--- config.mk ---
export PLATFORM = sky130hd
export DESIGN_NAME = ip_address_text_to_binary
export DESIGN_NICKNAME = d
export VERILOG_FILES = /design/src/ipt2b_pkg.sv /design/src/ipt2b_front.sv /design/src/ipt2b_queue.sv /design/src/ipt2b_back.sv /design/src/ip_address_text_to_binary.sv
export SDC_FILE = /design/constraint.sdc
export NUM_CORES = 1
export LEC_CHECK = 0
export ABC_CLOCK_PERIOD_IN_PS = 7600
export BUFFER_PORTS_ARGS = -buffer_cell sky130_fd_sc_hd__buf_2
export CELL_PAD_IN_SITES_DETAIL_PLACEMENT = 2
export CELL_PAD_IN_SITES_GLOBAL_PLACEMENT = 2
export CORE_ASPECT_RATIO = 1.25
export CORE_MARGIN = 2
export CORE_UTILIZATION = 43
export CTS_BUF_LIST = sky130_fd_sc_hd__clkbuf_4 sky130_fd_sc_hd__clkbuf_8 sky130_fd_sc_hd__clkbuf_16
export DETAILED_ROUTE_END_ITERATION = 8
export PLACE_DENSITY_LB_ADDON = 0.1
export SETUP_SLACK_MARGIN = 0.02
export SKIP_LAST_GASP = 1
export SLEW_MARGIN = 40
export SYNTH_ARGS = -nofsm -noshare
export SYNTH_HDL_FRONTEND = slang
export SYNTH_SLANG_ARGS = --single-unit
--- constraint.sdc ---
create_clock -name clk -period 7.6 [get_ports clk]
set_input_delay 0.76 -clock clk [delete_from_list [all_inputs] [get_ports clk]]
set_output_delay 0.76 -clock clk [all_outputs]
set_load 0.005 [all_outputs]
--- src/ipt2b_pkg.sv ---
package ipt2b_pkg;

  localparam logic [7:0] CH_COLON = 8'h3a;
  localparam logic [7:0] CH_PCT   = 8'h25;
  localparam logic [7:0] CH_DOT   = 8'h2e;

  typedef struct packed {
    logic [15:0] hex_accum;
    logic [2:0]  hex_cnt;
    logic        dot;
    logic        err;
    logic        is_v6;
    logic [3:0]  group_count;
    logic [2:0]  empty_pos;
    logic [31:0] dotted;
  } fin_t;

  typedef struct packed {
    logic [31:0] word0;
    logic [31:0] word1;
    logic [31:0] word2;
    logic [31:0] word3;
    logic [2:0]  word_count;
    logic        bad_syntax;
  } res_t;

  function automatic logic [4:0] hex_of(input logic [7:0] c);
    logic [4:0] r;
    r = 5'h10;
    if (c >= 8'h30 && c <= 8'h39) r = {1'b0, c[3:0]};
    else if ((c >= 8'h61 && c <= 8'h66) || (c >= 8'h41 && c <= 8'h46))
      r = {1'b0, c[3:0] + 4'd9};
    return r;
  endfunction

endpackage

--- src/ipt2b_front.sv ---
module ipt2b_front (
  input  logic               clk,
  input  logic               rst_n,
  input  logic               in_valid,
  input  logic [7:0]         ch,
  input  logic               last,
  output logic               fin_valid,
  output ipt2b_pkg::fin_t    fin,
  output logic [127:0]       groups
);
  import ipt2b_pkg::*;

  logic [15:0] gs_r [8];
  logic [15:0] gs_nxt [8];
  logic [3:0]  gc_r, gc_nxt;
  logic [2:0]  ep_r, ep_nxt;
  logic [15:0] ha_r, ha_nxt;
  logic [2:0]  hc_r, hc_nxt;
  logic [8:0]  oa_r, oa_nxt;
  logic [31:0] dv_r, dv_nxt;
  logic [1:0]  oi_r, oi_nxt;
  logic        colon_r, colon_nxt, dot_r, dot_nxt, scope_r, scope_nxt;
  logic        start_r, start_nxt, err_r, err_nxt, full_r, full_nxt;
  logic [4:0]  h;
  logic [12:0] v;

  always_comb begin
    for (int i = 0; i < 8; i++) gs_nxt[i] = gs_r[i];
    gc_nxt = gc_r; ep_nxt = ep_r; ha_nxt = ha_r; hc_nxt = hc_r;
    oa_nxt = oa_r; dv_nxt = dv_r; oi_nxt = oi_r;
    colon_nxt = colon_r; dot_nxt = dot_r; scope_nxt = scope_r;
    start_nxt = start_r; err_nxt = err_r; full_nxt = full_r;
    h = hex_of(ch);
    v = {4'd0, oa_r} * 13'd10 + {9'd0, ch[3:0]};
    if (!scope_r) begin
      start_nxt = 1'b1;
      if (ch == CH_COLON) begin
        colon_nxt = 1'b1;
        if (start_r) begin
          if (gc_r[3]) begin
            err_nxt = 1'b1;
          end else begin
            if (hc_r == 3'd0) ep_nxt = gc_r[2:0];
            if (hc_r > 3'd4 && !dot_r) err_nxt = 1'b1;
            gs_nxt[gc_r[2:0]] = ha_r;
            gc_nxt = gc_r + 4'd1;
          end
          ha_nxt = '0; hc_nxt = '0; oa_nxt = '0; dv_nxt = '0; oi_nxt = '0;
          dot_nxt = 1'b0; full_nxt = 1'b0;
        end
      end else if (ch == CH_PCT) begin
        scope_nxt = 1'b1;
      end else begin
        if (hc_r != 3'd7) hc_nxt = hc_r + 3'd1;
        if (ch == CH_DOT) begin
          if (!full_r) begin
            if (oa_r[8]) err_nxt = 1'b1;
            dv_nxt = dv_r | ({24'd0, oa_r[7:0]} << (5'd24 - {oi_r, 3'd0}));
            if (oi_r == 2'd3) full_nxt = 1'b1;
            else oi_nxt = oi_r + 2'd1;
          end
          oa_nxt = '0;
          dot_nxt = 1'b1;
        end else begin
          if (ch >= 8'h30 && ch <= 8'h39)
            oa_nxt = (v > 13'd256) ? 9'd256 : v[8:0];
          if (!h[4] && !dot_r) ha_nxt = {ha_r[11:0], h[3:0]};
        end
      end
    end
  end

  // The snapshot already holds the final octet folded into the dotted value.
  always_comb begin
    fin.hex_accum   = ha_nxt;
    fin.hex_cnt     = hc_nxt;
    fin.dot         = dot_nxt;
    fin.err         = err_nxt | (!full_nxt && oa_nxt[8] && (dot_nxt || !colon_nxt));
    fin.is_v6       = colon_nxt;
    fin.group_count = gc_nxt;
    fin.empty_pos   = ep_nxt;
    fin.dotted      = full_nxt ? dv_nxt
                    : dv_nxt | ({24'd0, oa_nxt[7:0]} << (5'd24 - {oi_nxt, 3'd0}));
    for (int i = 0; i < 8; i++) groups[127 - 16*i -: 16] = gs_nxt[i];
  end

  assign fin_valid = in_valid && last;

  always_ff @(posedge clk) begin
    if (!rst_n || fin_valid) begin
      for (int i = 0; i < 8; i++) gs_r[i] <= '0;
      gc_r <= '0; ep_r <= '0; ha_r <= '0; hc_r <= '0; oa_r <= '0;
      dv_r <= '0; oi_r <= '0;
      colon_r <= 1'b0; dot_r <= 1'b0; scope_r <= 1'b0;
      start_r <= 1'b0; err_r <= 1'b0; full_r <= 1'b0;
    end else if (in_valid) begin
      for (int i = 0; i < 8; i++) gs_r[i] <= gs_nxt[i];
      gc_r <= gc_nxt; ep_r <= ep_nxt; ha_r <= ha_nxt; hc_r <= hc_nxt;
      oa_r <= oa_nxt; dv_r <= dv_nxt; oi_r <= oi_nxt;
      colon_r <= colon_nxt; dot_r <= dot_nxt; scope_r <= scope_nxt;
      start_r <= start_nxt; err_r <= err_nxt; full_r <= full_nxt;
    end
  end

endmodule

--- src/ipt2b_queue.sv ---
module ipt2b_queue #(
  parameter int W = 8
) (
  input  logic         clk,
  input  logic         rst_n,
  input  logic         wr,
  input  logic [W-1:0] wdata,
  output logic         full,
  input  logic         rd,
  output logic         empty,
  output logic [W-1:0] rdata
);
  logic [W-1:0] mem_r [2];
  logic         wp_r, rp_r;
  logic [1:0]   cnt_r;

  assign full  = cnt_r == 2'd2;
  assign empty = cnt_r == 2'd0;
  assign rdata = mem_r[rp_r];

  always_ff @(posedge clk) begin
    if (wr && !full) mem_r[wp_r] <= wdata;
  end

  always_ff @(posedge clk) begin
    if (!rst_n) begin
      wp_r <= 1'b0; rp_r <= 1'b0; cnt_r <= '0;
    end else begin
      if (wr && !full) wp_r <= !wp_r;
      if (rd && !empty) rp_r <= !rp_r;
      cnt_r <= cnt_r + {1'b0, wr && !full} - {1'b0, rd && !empty};
    end
  end

endmodule

--- src/ipt2b_back.sv ---
module ipt2b_back (
  input  logic              clk,
  input  logic              rst_n,
  input  logic              fin_valid,
  input  ipt2b_pkg::fin_t   fin,
  input  logic [127:0]      groups,
  output logic              q_full,
  input  logic              pop,
  output logic              empty,
  output ipt2b_pkg::res_t   res
);
  import ipt2b_pkg::*;

  logic        st_v_r;
  fin_t        st_r;
  logic [15:0] gsv_r [8];
  logic [15:0] gs [8];
  logic [15:0] g [8];
  logic [3:0]  gc, ci, lim, ins, k4;
  logic        err;
  res_t        rnew;
  logic        qfull;

  // Stage 1 registers the snapshot; stage 2 expands the gap into the queue.
  always_ff @(posedge clk) begin
    if (fin_valid) begin
      st_r <= fin;
      for (int i = 0; i < 8; i++) gsv_r[i] <= groups[127 - 16*i -: 16];
    end
  end

  always_ff @(posedge clk) begin
    if (!rst_n) st_v_r <= 1'b0;
    else st_v_r <= fin_valid;
  end

  always_comb begin
    for (int i = 0; i < 8; i++) gs[i] = gsv_r[i];
    gc  = st_r.group_count;
    err = st_r.err;
    if (st_r.is_v6 && !st_r.dot && st_r.hex_cnt != 3'd0) begin
      if (gc[3]) err = 1'b1;
      else begin
        if (st_r.hex_cnt > 3'd4) err = 1'b1;
        gs[gc[2:0]] = st_r.hex_accum;
        gc = gc + 4'd1;
      end
    end
    lim = st_r.dot ? 4'd6 : 4'd8;
    ci  = gc;
    if (gc > lim) begin
      err = 1'b1;
      ci  = lim;
    end
    ins = lim - ci;
    for (int k = 0; k < 8; k++) begin
      k4 = 4'(k);
      g[k] = '0;
      if (k4 < lim && ci != 4'd0) begin
        if (k4 <= {1'b0, st_r.empty_pos}) g[k] = (k4 < ci) ? gs[k] : '0;
        else if (k4 <= {1'b0, st_r.empty_pos} + ins) g[k] = '0;
        else g[k] = gs[3'(k4 - ins)];
      end
    end
    if (st_r.is_v6) begin
      rnew.word0 = {g[0], g[1]};
      rnew.word1 = {g[2], g[3]};
      rnew.word2 = {g[4], g[5]};
      rnew.word3 = st_r.dot ? st_r.dotted : {g[6], g[7]};
      rnew.word_count = 3'd4;
      rnew.bad_syntax = err;
    end else begin
      rnew.word0 = st_r.dotted;
      rnew.word1 = '0; rnew.word2 = '0; rnew.word3 = '0;
      rnew.word_count = 3'd1;
      rnew.bad_syntax = st_r.err;
    end
  end

  ipt2b_queue #(.W($bits(res_t))) u_q (
    .clk(clk), .rst_n(rst_n), .wr(st_v_r), .wdata(rnew), .full(qfull),
    .rd(pop), .empty(empty), .rdata(res)
  );

  // Hold input while a result is in flight and the queue may fill.
  assign q_full = qfull || (st_v_r && !empty && !pop);

endmodule

--- src/ip_address_text_to_binary.sv ---
// Converts IPv4 or IPv6 address text to binary words.
// Input channel: one character per item on in_ch, with in_last on the final
// character; an item is taken when in_push is high and in_full is low.
// Result channel: one result per address on out_word0..out_word3,
// out_word_count (1 for IPv4, 4 for IPv6) and out_bad_syntax; the oldest
// result shows while out_empty is low and leaves when out_pop is high.
// The front end parses one character per cycle, so characters stream at one
// item per cycle while in_full is low. A result passes through a snapshot
// register, then the gap expansion into a two-entry result queue, before it
// can be popped. When the receiver stalls, in_full rises once the queue is
// full, or once it holds one result while another waits in the snapshot,
// and stays high until a result is popped.
// Synchronous reset clears all parser state and empties the queue; a partly
// received address is discarded.
module ip_address_text_to_binary (
  input  logic        clk,
  input  logic        rst_n,
  input  logic        in_push,
  output logic        in_full,
  input  logic [7:0]  in_ch,
  input  logic        in_last,
  output logic        out_empty,
  input  logic        out_pop,
  output logic [31:0] out_word0,
  output logic [31:0] out_word1,
  output logic [31:0] out_word2,
  output logic [31:0] out_word3,
  output logic [2:0]  out_word_count,
  output logic        out_bad_syntax
);
  import ipt2b_pkg::*;

  logic         acc, fin_valid, qf;
  fin_t         fin;
  logic [127:0] groups;
  res_t         res;

  assign acc = in_push && !in_full;
  assign in_full = qf;

  ipt2b_front u_front (
    .clk(clk), .rst_n(rst_n), .in_valid(acc), .ch(in_ch), .last(in_last),
    .fin_valid(fin_valid), .fin(fin), .groups(groups)
  );

  ipt2b_back u_back (
    .clk(clk), .rst_n(rst_n), .fin_valid(fin_valid), .fin(fin), .groups(groups),
    .q_full(qf), .pop(out_pop), .empty(out_empty), .res(res)
  );

  assign out_word0      = res.word0;
  assign out_word1      = res.word1;
  assign out_word2      = res.word2;
  assign out_word3      = res.word3;
  assign out_word_count = res.word_count;
  assign out_bad_syntax = res.bad_syntax;

`ifndef ASSERT_OFF
  a_count: assert property (@(posedge clk) disable iff (!rst_n)
    !out_empty |-> (out_word_count == 3'd1 || out_word_count == 3'd4))
    else $error("bad word count");
  a_v4: assert property (@(posedge clk) disable iff (!rst_n)
    (!out_empty && out_word_count == 3'd1) |-> (out_word1 == 32'd0 && out_word3 == 32'd0))
    else $error("IPv4 result has upper words");
  a_rst: assert property (@(posedge clk) !rst_n |=> out_empty)
    else $error("queue not empty after reset");
`endif

endmodule

==> results.toml <==
[yosys]
ys_async_sr_fraction_pct = 0
yosys_warnings = 0
synth.distinct_cells = 86
yosysSeqAreaShare_pct = 53.0
netlist_area_um2 = 35900
syn_area_per_cell_um2 = 11.4
postSynthCellCount = 3153
synth_ff_type = "edfxtp_1"
synth_edf_count = 579
syn-num-nets = 3208
ys_ff_latch = 660

[power_and_ir_drop]
p_leak_nw = 14.7
swShare_pct = 33.9
finalPower_mw = 11.2
p_seq_share_pct = 40.9
p_int_mw = 7.39
clkPwrFrac_pct = 32.8
ir_drop_uv = 160
power_density_nw_per_um2 = 278
power.share.combinational_pct = 26.3
p_sw_mw = 3.80

[final_layout]
final_cell_mix = "edfxtp_1, mux2_2, nor3_1"
register_area_um2 = 19000
nets = 3230
fillers = 8254
drive_above_1_share_pct = 23.2
synthToLayoutAreaGrowth_pct = 12.1
multi_input_area_um2 = 15700
layout_commonest_cell = "edfxtp_1"

[sta]
hold_viol = 0
rsz0062_at_grt = "false"
setup_viol = 0
finalMaxSlewViolations = 0
tightest_slew_ps = 929
finalCritPeriodShare_pct = 88.9
clock.fmax_ghz = 0.148
slew_headroom_pct = 38.1
whs_ps = 481
finClkSkew_ps = 29.1
finalSetupTns_ps = 0
min_period_ps = 6760
fin_ws_ps = 843

[clocking]
cts-buffers-inserted = 72
clockBufferDepth = 3
clkSinkCount = 660
cts_hold_buffers = 0
htreeDepth = 3
cts-resized-gates = 0
postCtsSetupBuffers = 0
clk_pin_slew_ps = 60
cts_tree = "built"
root_buffer = "clkbuf_16"
clock_latency_ps = 660

[global_routing]
grt_pass1_vias = 30673
grt_max_degree = 132
grt_use_total_pct = 37.0
grt_pass1_wl_mm = 231
antenna_found_initial = 4
grt_overflow_total = 0

[setup_path]
critPathMaxStageDelay_ps = 760
crit_chain = "or3b_2 > nor2_1 > nand2_1 > xnor2_1 > ha_1 > nand2_1 > o21ai_0 > nand2_1 > o21ai_0 > inv_1 > fa_2 > xnor2_4 > clkinv_1 > buf_4 > xnor2_2 > buf_4 > clkinv_1 > nand2_1 > o21ai_0 > o32ai_1"
criticalPathCategory = "reg2reg"
crit_path_frequent_cell = "nand2_1"
endpoint_kind = "flip-flop"
path_buf_inv = 5
slowest_stage = "nand2_1"
critPathLaunchType = "flip-flop"
crit_family = "simple AND/OR/NAND/NOR gates"
cp.required_ps = 7990
cp_max_fo = 33
arrival_ps = 7150

[drt]
post_drt_wl_per_cell_um = 37.4
drt-total-wl_mm = 162
wl_met3_mm = 11.1
viasPerCell = 6.83
m1WireLength_mm = 66.5
antenna_left = 0
routed.top_layer = "met5"
vias = 29476
drc = 0
dr.pass1.iters = 6
drtIter0Drc = 3158
met2_length_mm = 75.9

[place]
portBuffers = 145
dp_slack_ps = 988
finalWeightedCongestion = 0.970
dp_hpwl_mm = 118

[floorplanning]
die_w_um = 262
start_util_pct = 43.3
row_count = 118
die-area_um2 = 85800
core_area_um2 = 82800
pin_count = 147
die_h_um = 327

[run]
maxCapViolCount = 0

[outcome]
outcome = "finished, final reports clean"

[min_path]
holdCritPathClass = "in2reg"
-- power by group through the flow --
stage	Clock, mW	Combinational (mW)	Sequential (mW)
after global placement	0	2.75	4.59
after CTS	3.71	2.87	4.55
after detailed placement	0	2.85	4.62
final	3.67	2.94	4.57
after floorplan	0	1.75	4.46
after global routing	3.83	3.07	4.58
-- final timing paths --
kind / cells past startpoint / endpoint / start / slack [ps]
setup reg to reg: 20 / u_back.u_q.mem_r[0][54]$_DFFE_PP_ / u_back.st_r[38]$_DFFE_PP_ / 840
hold / removal: 2 / u_back.st_v_r$_SDFF_PN0_ / in_last / 480
setup / recovery: 20 / u_back.u_q.mem_r[0][54]$_DFFE_PP_ / u_back.st_r[38]$_DFFE_PP_ / 840
hold reg to reg: 1 / u_front.dv_r[19]$_SDFFE_PP0P_ / u_front.dv_r[19]$_SDFFE_PP0P_ / 480
-- stage by stage --
stage,utilization [%],area [um2],std cells
2_1_floorplan,-,35900,3153
3_3_place_gp,45.4,37600,4176
3_5_place_dp,45.5,37700,4179
4_1_cts,48.5,40200,4312
5_1_grt,48.6,40200,4314
6_report,48.6,40200,4315
-- cell usage after synthesis (5+ instances only) --
library cell / instances / area, um2
nand3_1: 50 / 250
inv_1: 90 / 338
mux2_2: 327 / 3680
o31ai_1: 80 / 601
o221ai_1: 16 / 140
o32ai_1: 22 / 193
dfxtp_1: 81 / 1620
a21o_1: 11 / 82.6
edfxtp_1: 579 / 17400
o22a_1: 16 / 140
o211ai_1: 40 / 300
o22ai_1: 143 / 895
nand2_1: 144 / 541
nand2b_1: 11 / 68.8
ha_1: 38 / 475
clkbuf_1: 223 / 837
nor3_1: 203 / 1020
a221oi_1: 14 / 123
buf_1: 27 / 101
and3_1: 28 / 175
nor2_1: 169 / 634
a21oi_1: 82 / 410
or2_2: 5 / 31.3
a22oi_1: 54 / 405
a2bb2oi_1: 17 / 149
a22o_1: 78 / 683
o2111ai_1: 23 / 201
o32ai_2: 10 / 163
nor2b_1: 27 / 169
xor2_1: 8 / 70.1
a211o_1: 22 / 193
or3_1: 10 / 62.6
a32o_1: 17 / 170
nand4_1: 5 / 31.3
xnor2_1: 14 / 123
nor4_1: 7 / 43.8
nor3b_1: 8 / 60.1
o21ai_0: 99 / 495
o21a_1: 21 / 158
buf_2: 19 / 95.1
mux2i_1: 88 / 881
a211oi_1: 39 / 293
and2_1: 109 / 682
nand3b_1: 5 / 37.5
-- metal layers --
layer  track usage (%)  vias up
met5                 0        -
met4              16.7        2
met3              5.56      298
met2              60.6     1389
met1              48.8    15521
li1                  -    12266
-- registers in the layout, indices dropped and copies added, names as in the netlist, 2 cells and up, named ones only --
signal / cells
u_front.gs_r: 128
u_front.ha_r: 16
u_front.dv_r: 32
u_front.gc_r: 4
u_front.ep_r: 3
u_front.oi_r: 2
u_back.st_r: 61
u_back.u_q.mem_r: 262
u_front.hc_r: 3
u_front.oa_r: 9
u_back.u_q.cnt_r: 2
u_back.gsv_r: 128
-- cells by family (layout without fill, tap and decap cells) --
family	count (synthesis)	in the layout	share of synthesized area, %
buf+inv	367	448	3.95
flops	660	660	53.0
fa+ha+maj	42	42	1.55
simple gates	804	804	11.2
mux	415	415	12.7
xor+xnor	23	23	0.582
other cells	1	2	0.0104
compound gates	841	841	17.0
-- cell type report --
cell class	instances	share of cell area, %
Sequential cell	660	47.2
Tap cell	1080	3.36
Clock buffer	96	5.06
Clock inverter	37	1.01
Timing Repair Buffer	220	3.48
Multi-Input combinational cell	2126	38.9
Inverter	95	0.905
Antenna cell	1	0.00622
Power figures use the tool's default switching activity.
